--- config.mk ---
export PLATFORM = sky130hd
export DESIGN_NAME = aes_key_sched
export DESIGN_NICKNAME = d
export VERILOG_FILES = /design/src/sv/aes128_reduced_round_encrypt_macros.svh /design/src/sv/aes_pkg.sv /design/src/sv/aes_key_sched.sv
export SDC_FILE = /design/constraint.sdc
export NUM_CORES = 2
export LEC_CHECK = 0
export ABC_AREA = 1
export BUFFER_PORTS_ARGS = -buffer_cell sky130_fd_sc_hd__buf_2
export CORE_MARGIN = 2
export CORE_UTILIZATION = 34
export CTS_BUF_LIST = sky130_fd_sc_hd__clkbuf_8 sky130_fd_sc_hd__clkbuf_16
export DETAILED_ROUTE_END_ITERATION = 7
export GPL_ROUTABILITY_DRIVEN = 1
export HOLD_SLACK_MARGIN = 0.05
export MAX_ROUTING_LAYER = met4
export PLACE_DENSITY = 0.62
export SLEW_MARGIN = 20
export SYNTH_ARGS = -nofsm -noshare
export SYNTH_HDL_FRONTEND = slang
export SYNTH_SLANG_ARGS = --single-unit
export TNS_END_PERCENT = 20
--- constraint.sdc ---
create_clock -name clk -period 9.1 [get_ports clk]
set_input_delay 2.275 -clock clk [delete_from_list [all_inputs] [get_ports clk]]
set_output_delay 2.275 -clock clk [all_outputs]
set_load 0.01 [all_outputs]
--- src/sv/aes128_reduced_round_encrypt_macros.svh ---
// assertion macros for the reduced-round aes-128 block
// used by the top level and the datapath
`ifndef AES128_REDUCED_ROUND_ENCRYPT_MACROS_SVH
`define AES128_REDUCED_ROUND_ENCRYPT_MACROS_SVH
`ifndef SYNTH
`define ASSERT_IMPL(label, clk, rst, ante, cons) \
  label: assert property (@(posedge clk) disable iff (rst) (ante) |-> (cons)) \
    else $error("assertion failed");
`define ASSERT_NEXT(label, clk, rst, ante, cons) \
  label: assert property (@(posedge clk) disable iff (rst) (ante) |=> (cons)) \
    else $error("assertion failed");
`else
`define ASSERT_IMPL(label, clk, rst, ante, cons)
`define ASSERT_NEXT(label, clk, rst, ante, cons)
`endif
`endif

--- src/sv/aes_pkg.sv ---
// shared constants and round functions for the reduced-round aes-128 block
// no dependencies
`default_nettype none
package aes_pkg;
  localparam int Rounds = 4;
  localparam int NumKeys = Rounds + 1;
  localparam int KeyIdxW = $clog2(NumKeys);
  localparam logic [0:0] RegKeyUpper = 1'b0;
  localparam logic [0:0] RegKeyLower = 1'b1;

  typedef logic [127:0] block_t;

  function automatic logic [7:0] sbox(input logic [7:0] a);
    logic [7:0] t [256];
    t = '{
      8'h63,8'h7c,8'h77,8'h7b,8'hf2,8'h6b,8'h6f,8'hc5,8'h30,8'h01,8'h67,8'h2b,8'hfe,8'hd7,8'hab,8'h76,
      8'hca,8'h82,8'hc9,8'h7d,8'hfa,8'h59,8'h47,8'hf0,8'had,8'hd4,8'ha2,8'haf,8'h9c,8'ha4,8'h72,8'hc0,
      8'hb7,8'hfd,8'h93,8'h26,8'h36,8'h3f,8'hf7,8'hcc,8'h34,8'ha5,8'he5,8'hf1,8'h71,8'hd8,8'h31,8'h15,
      8'h04,8'hc7,8'h23,8'hc3,8'h18,8'h96,8'h05,8'h9a,8'h07,8'h12,8'h80,8'he2,8'heb,8'h27,8'hb2,8'h75,
      8'h09,8'h83,8'h2c,8'h1a,8'h1b,8'h6e,8'h5a,8'ha0,8'h52,8'h3b,8'hd6,8'hb3,8'h29,8'he3,8'h2f,8'h84,
      8'h53,8'hd1,8'h00,8'hed,8'h20,8'hfc,8'hb1,8'h5b,8'h6a,8'hcb,8'hbe,8'h39,8'h4a,8'h4c,8'h58,8'hcf,
      8'hd0,8'hef,8'haa,8'hfb,8'h43,8'h4d,8'h33,8'h85,8'h45,8'hf9,8'h02,8'h7f,8'h50,8'h3c,8'h9f,8'ha8,
      8'h51,8'ha3,8'h40,8'h8f,8'h92,8'h9d,8'h38,8'hf5,8'hbc,8'hb6,8'hda,8'h21,8'h10,8'hff,8'hf3,8'hd2,
      8'hcd,8'h0c,8'h13,8'hec,8'h5f,8'h97,8'h44,8'h17,8'hc4,8'ha7,8'h7e,8'h3d,8'h64,8'h5d,8'h19,8'h73,
      8'h60,8'h81,8'h4f,8'hdc,8'h22,8'h2a,8'h90,8'h88,8'h46,8'hee,8'hb8,8'h14,8'hde,8'h5e,8'h0b,8'hdb,
      8'he0,8'h32,8'h3a,8'h0a,8'h49,8'h06,8'h24,8'h5c,8'hc2,8'hd3,8'hac,8'h62,8'h91,8'h95,8'he4,8'h79,
      8'he7,8'hc8,8'h37,8'h6d,8'h8d,8'hd5,8'h4e,8'ha9,8'h6c,8'h56,8'hf4,8'hea,8'h65,8'h7a,8'hae,8'h08,
      8'hba,8'h78,8'h25,8'h2e,8'h1c,8'ha6,8'hb4,8'hc6,8'he8,8'hdd,8'h74,8'h1f,8'h4b,8'hbd,8'h8b,8'h8a,
      8'h70,8'h3e,8'hb5,8'h66,8'h48,8'h03,8'hf6,8'h0e,8'h61,8'h35,8'h57,8'hb9,8'h86,8'hc1,8'h1d,8'h9e,
      8'he1,8'hf8,8'h98,8'h11,8'h69,8'hd9,8'h8e,8'h94,8'h9b,8'h1e,8'h87,8'he9,8'hce,8'h55,8'h28,8'hdf,
      8'h8c,8'ha1,8'h89,8'h0d,8'hbf,8'he6,8'h42,8'h68,8'h41,8'h99,8'h2d,8'h0f,8'hb0,8'h54,8'hbb,8'h16
    };
    return t[a];
  endfunction

  function automatic logic [7:0] rcon(input logic [3:0] i);
    logic [7:0] r;
    case (i)
      4'd0: r = 8'h01;
      4'd1: r = 8'h02;
      4'd2: r = 8'h04;
      4'd3: r = 8'h08;
      4'd4: r = 8'h10;
      4'd5: r = 8'h20;
      4'd6: r = 8'h40;
      4'd7: r = 8'h80;
      4'd8: r = 8'h1b;
      4'd9: r = 8'h36;
      default: r = 8'h00;
    endcase
    return r;
  endfunction

  function automatic logic [31:0] sub_word(input logic [31:0] w);
    return {sbox(w[31:24]), sbox(w[23:16]), sbox(w[15:8]), sbox(w[7:0])};
  endfunction

  function automatic logic [7:0] xtime(input logic [7:0] b);
    return {b[6:0], 1'b0} ^ (b[7] ? 8'h1b : 8'h00);
  endfunction

  function automatic logic [31:0] mix_col(input logic [31:0] w);
    logic [7:0] a0, a1, a2, a3;
    a0 = w[31:24];
    a1 = w[23:16];
    a2 = w[15:8];
    a3 = w[7:0];
    return {xtime(a0) ^ xtime(a1) ^ a1 ^ a2 ^ a3,
            a0 ^ xtime(a1) ^ xtime(a2) ^ a2 ^ a3,
            a0 ^ a1 ^ xtime(a2) ^ xtime(a3) ^ a3,
            xtime(a0) ^ a0 ^ a1 ^ a2 ^ xtime(a3)};
  endfunction

  // one round: subbytes, shiftrows, optional mixcolumns, add key
  function automatic block_t aes_round(input block_t s, input block_t k, input logic last);
    logic [31:0] m [4];
    logic [31:0] t [4];
    block_t o;
    for (int c = 0; c < 4; c++) m[c] = sub_word(s[127 - 32*c -: 32]);
    for (int c = 0; c < 4; c++) begin
      t[c] = (m[c] & 32'hff000000) | (m[(c + 1) % 4] & 32'h00ff0000) |
             (m[(c + 2) % 4] & 32'h0000ff00) | (m[(c + 3) % 4] & 32'h000000ff);
      if (!last) t[c] = mix_col(t[c]);
    end
    o = {t[0], t[1], t[2], t[3]};
    return o ^ k;
  endfunction

  // next round key from the previous one
  function automatic block_t next_key(input block_t k, input logic [3:0] ri);
    logic [31:0] w0, w1, w2, w3, t;
    w3 = k[31:0];
    t = sub_word({w3[23:0], w3[31:24]}) ^ {rcon(ri), 24'h0};
    w0 = k[127:96] ^ t;
    w1 = k[95:64] ^ w0;
    w2 = k[63:32] ^ w1;
    w3 = w3 ^ w2;
    return {w0, w1, w2, w3};
  endfunction
endpackage
`default_nettype wire

--- src/sv/aes_key_sched.sv ---
// round key schedule: one round key expanded per cycle after reset or a key write
// depends on aes_pkg
`default_nettype none
module aes_key_sched (
  input  wire logic clk,
  input  wire logic rst,
  input  wire logic start,
  input  wire aes_pkg::block_t cipher_key,
  output aes_pkg::block_t rk_table [aes_pkg::NumKeys],
  output logic busy
);
  aes_pkg::block_t keys [aes_pkg::NumKeys];
  logic [aes_pkg::KeyIdxW-1:0] idx;

  assign rk_table = keys;

  always_ff @(posedge clk) begin
    if (rst) begin
      busy <= 1'b1;
      idx <= '0;
    end else if (start) begin
      busy <= 1'b1;
      idx <= '0;
    end else if (busy) begin
      if (idx == aes_pkg::KeyIdxW'(aes_pkg::Rounds)) busy <= 1'b0;
      else idx <= idx + 1'b1;
    end
  end

  // entry 0 is the key itself, each later entry comes from the one before
  always_ff @(posedge clk) begin
    keys[0] <= cipher_key;
    for (int r = 1; r < aes_pkg::NumKeys; r++)
      if (busy && idx == aes_pkg::KeyIdxW'(r))
        keys[r] <= aes_pkg::next_key(keys[r-1], 4'(r - 1));
  end
endmodule
`default_nettype wire

==> results.md <==
- The post-route clock skew is 0.0447 ns.
- The number of clock buffers added by TritonCTS is 85.
- The kind of path behind the tightest hold check is flop to flop.
- Global routing consumed, over all layers together, 39.4% of the routing resources.
- For the worst-skew pair, the clock arrives at the later sink with an insertion delay of 0.78 ns.
- The xor and xnor fraction of the mapped netlist area is 0%.
- The run finished with clean final reports.
- The average detailed-routed wire length per instance is 27.7 um.
- The tool flagged a number of max-cap violations equal to 0.
- Yosys attributes the largest share of cell area to sky130_fd_sc_hd__nand3_1 30%, sky130_fd_sc_hd__nand2_1 23%, sky130_fd_sc_hd__edfxtp_1 20%, sky130_fd_sc_hd__ha_1 4.1%, sky130_fd_sc_hd__inv_1 3.5%.
- The number of pins exceeding their max-slew limit in the final report is 0.
- The number of flops mapped to enable cells by yosys is 512.
- The number of iterations in the first detailed-routing pass is 7.
- The area growth from synthesis to final layout is 10.3%.
- The number of non-filler instances in the completed layout is 16.4k.
- The cell with the most instances after synthesis is sky130_fd_sc_hd__nand2_1.
- The core outline area is 222000 um^2.
- The residual antenna-violating net count after detailed routing is 0.
- Of the cells placed in the final design, the portion with a size suffix greater than 1 is 9.54%.
- The number of global-route vias before repair was 89.5k.
- The largest total area in the synthesized netlist belongs to sky130_fd_sc_hd__nand3_1.
- The area enclosed by the die boundary is 226000 um^2.
- The final-stage net count is 13.8k.
- The register bit total from synthesis is 644.
- The final-report hold violation count was 0.
- The worst endpoint required time is 9.58 ns.
- For this run, the leading register cell type out of synthesis is sky130_fd_sc_hd__edfxtp_1.
- The routed layout has 100k vias.
- The level count of the clock H-tree is 3.
- In this run the cell area measured after placement is 80600 um^2.
- Along the worst path, the maximum fanout reaches 14.
- The worst pin sits at a relative slew slack of 23.9%.
- After synthesis, the most frequently instantiated cells are 4553 x sky130_fd_sc_hd__nand2_1, 4464 x sky130_fd_sc_hd__nand3_1, 707 x sky130_fd_sc_hd__inv_1.
- In this run the core area contains 173 standard-cell rows.
- The critical path endpoint category is a flop.
- After Yosys synthesis, full adders, half adders and majority gates account for 4.05% of the synthesized area.
- The total nets after synthesis is 13.5k.
- The port buffer count is 771.
- The clock period minus final worst setup slack is 4.58 ns.
- Setup violations remaining at the end of the flow were counted as 0.
- The filler cells instantiated in the layout total 25.2k.
- After clock tree synthesis, the repair step resized 0 gates.
- The via count normalized by instance count is 6.09.
- Clock-pin slew was measured on the worst setup and hold paths at 0.06 ns.
- VDD sags by at most 0.157 mV.
- Hold timing on the final database bottoms out at a slack of 0.534 ns.
- The detailed-route wire length is 454000 um.
- The root buffer cell chosen for the clock tree is sky130_fd_sc_hd__clkbuf_16.
- The synthesized netlist devotes 5.01% of its cell area to compound gates.
- After detailed routing, the number of remaining DRC violations is 0.
- The largest net degree at the start of global routing is 124.
- For this design the ratio of total power to cell area is 119 nW/um^2.
- The share of the core filled with cells in the final layout is 37.6%.
- The global placement routability congestion is 1.09.
- The simple-gate share of the synthesized area is 57.8%.
- For this design, the CTS-stage hold fixing added 0 buffers.
- The average instance in the mapped netlist occupies 5.76 um^2.
- Global routing finished with a remaining overflow of 0.
- The first global-routing pass estimated 643000 um of wire.
- The synthesis warning total is 0.
- The count of mapped cells out of synthesis is 13.1k.
- The leakage power figure is 41.9 nW.
- Counting every sink on the clock net gives 644.
- The number of different library cells used by synthesis comes to 34.
- The multiplexer area fraction after synthesis is 0%.
- The async set-reset flop share out of synthesis is 0%.
- Setup repair after global routing left no endpoint under its margin.
- The number of placed instances, taps included is 16.3k.
- Once the clock tree was built, the setup fixing pass inserted 0 buffers.
- The largest family of logic cells by synthesized area is simple AND/OR/NAND/NOR gates.
- The startpoint class of the critical path is a flop.
- Summed over its instances, the top area cell type makes up 29.5% of the synthesized netlist area.
- The critical path is of the flop to flop type.
- Once the floorplan was initialized, standard cells occupied 34.1% of the core.
- The first routing iteration left 17.9k violations.
- The slew at the pin closest to its max-slew limit is 1.14 ns.
- In this run the deepest clock path goes through 3 buffers.
- Derived from the worst setup path, the maximum achievable clock frequency is 0.219 GHz.
- The die boundary width is 476 um.
- The setup TNS after final layout is 0 ns.
- The die extent in y is 476 um.
- Summing all non-filler instances in the final layout gives an area of 83400 um^2.
- After synthesis the cells add up to 75700 um^2.
- The final period utilization is 50.3%.
- The register area share after synthesis is 23.8%.
- The number of placed I/O pins is 772.
- The initial antenna violation count is 7.
- The worst endpoint data arrival time is 5.05 ns.
- The wire-length estimate of the detail-placed layout is 330000 um.
- The TritonCTS clock tree is done.
## through the flow
stage | setup WS, ns | total power, mW
6_report | 4.52 | 9.96
5_1_grt | 4.37 | 10.3
4_1_cts | 4.62 | 9.89
3_5_place_dp | 4.70 | 6.36
3_3_place_gp | 4.66 | 6.39
2_1_floorplan | 2.55 | 5.32
## per-layer routing
layer	track usage, %	wire [um]
met1	50.7	177000
met2	56.4	188000
met3	7.99	54700
met4	24.1	34800
met5	-	0
## area by class of cell
type / instances / area (um^2) / area share, %
antenna: 7 / 17.5 / 0.0210
clock buffer: 91 / 2220 / 2.66
clock inverter: 68 / 619 / 0.742
inverter: 798 / 3030 / 3.63
multi-input combinational: 10900 / 50600 / 60.6
sequential: 644 / 18000 / 21.6
tap: 2975 / 3720 / 4.46
timing repair buffer: 946 / 5200 / 6.23
## critical path, stage by stage, from the launching register on
cell	delay, ns
sky130_fd_sc_hd__edfxtp_1	0.95
sky130_fd_sc_hd__clkinv_1	0.72
sky130_fd_sc_hd__ha_1	0.57
sky130_fd_sc_hd__nand2_1	0.51
sky130_fd_sc_hd__inv_1	0.12
sky130_fd_sc_hd__nor2_1	0.24
sky130_fd_sc_hd__nand2_1	0.10
sky130_fd_sc_hd__nand3_1	0.08
sky130_fd_sc_hd__nand3_1	0.08
sky130_fd_sc_hd__nand3_1	0.10
sky130_fd_sc_hd__nand3_1	0.16
sky130_fd_sc_hd__nand3_1	0.17
sky130_fd_sc_hd__nand3_1	0.14
sky130_fd_sc_hd__nand2_1	0.14
sky130_fd_sc_hd__nand2_1	0.08
sky130_fd_sc_hd__nand3_1	0.07
sky130_fd_sc_hd__nand2_1	0.05
## cells by family after synthesis
logic type      after synthesis
simple gates               9941
buf+inv                    1602
flops                       644
compound gates              713
fa+ha+maj                   245
## flip-flops by register name (all words and copies together) (netlist names)
register and cells:
rk_table 640, busy 1, idx 3
## report_power, final
part	switching [mW]	internal [mW]
clock network	1.54	1.98
logic	2.17	0.783
registers	0.180	3.31
total	3.89	6.08
## path summary, 6_finish.rpt
check                                    from           to  slack [ns]  cells after the start
worst max-delay path            rk_table[128]  rk_table[9]        4.52                     16
worst max register to register  rk_table[128]  rk_table[9]        4.52                     16
worst min register to register         idx[1]       idx[1]        0.53                      2
worst min-delay path                   idx[1]       idx[1]        0.53                      2
## layout by cell type (no fill, tap or decap), types with 3 or more instances in the layout
cell                         Yosys  routed
sky130_fd_sc_hd__nand3_1      4464    4464
sky130_fd_sc_hd__a31oi_1        10      10
sky130_fd_sc_hd__diode_2         0       7
sky130_fd_sc_hd__nand3b_1       86      86
sky130_fd_sc_hd__nand3_2         4       4
sky130_fd_sc_hd__or2_2           7       7
sky130_fd_sc_hd__clkinvlp_4      0       6
sky130_fd_sc_hd__dfxtp_1       132     125
sky130_fd_sc_hd__bufinv_16       0       7
sky130_fd_sc_hd__clkinv_1       22      32
sky130_fd_sc_hd__inv_2          59      57
sky130_fd_sc_hd__inv_4          10      11
sky130_fd_sc_hd__clkinv_4        0       5
sky130_fd_sc_hd__nor2_2         17      17
sky130_fd_sc_hd__edfxtp_1      512     512
sky130_fd_sc_hd__nand2_2        76      76
sky130_fd_sc_hd__o21ai_1        22      22
sky130_fd_sc_hd__nand4_1        79      79
sky130_fd_sc_hd__nor2_4          0       3
sky130_fd_sc_hd__nand2_1      4553    4553
sky130_fd_sc_hd__o211ai_1       52      52
sky130_fd_sc_hd__a21oi_1       422     422
sky130_fd_sc_hd__clkbuf_16       0      86
sky130_fd_sc_hd__buf_2         328     771
sky130_fd_sc_hd__inv_1         707     720
sky130_fd_sc_hd__a21oi_2        16      16
sky130_fd_sc_hd__nor2_1        649     646
sky130_fd_sc_hd__clkbuf_8        0       5
sky130_fd_sc_hd__o21ai_0       187     187
sky130_fd_sc_hd__clkinv_2        0      12
sky130_fd_sc_hd__ha_1          245     245
sky130_fd_sc_hd__dfxtp_2         0       7
sky130_fd_sc_hd__inv_6           0      12
sky130_fd_sc_hd__buf_4          82     173
Power figures use the tool's default switching activity.
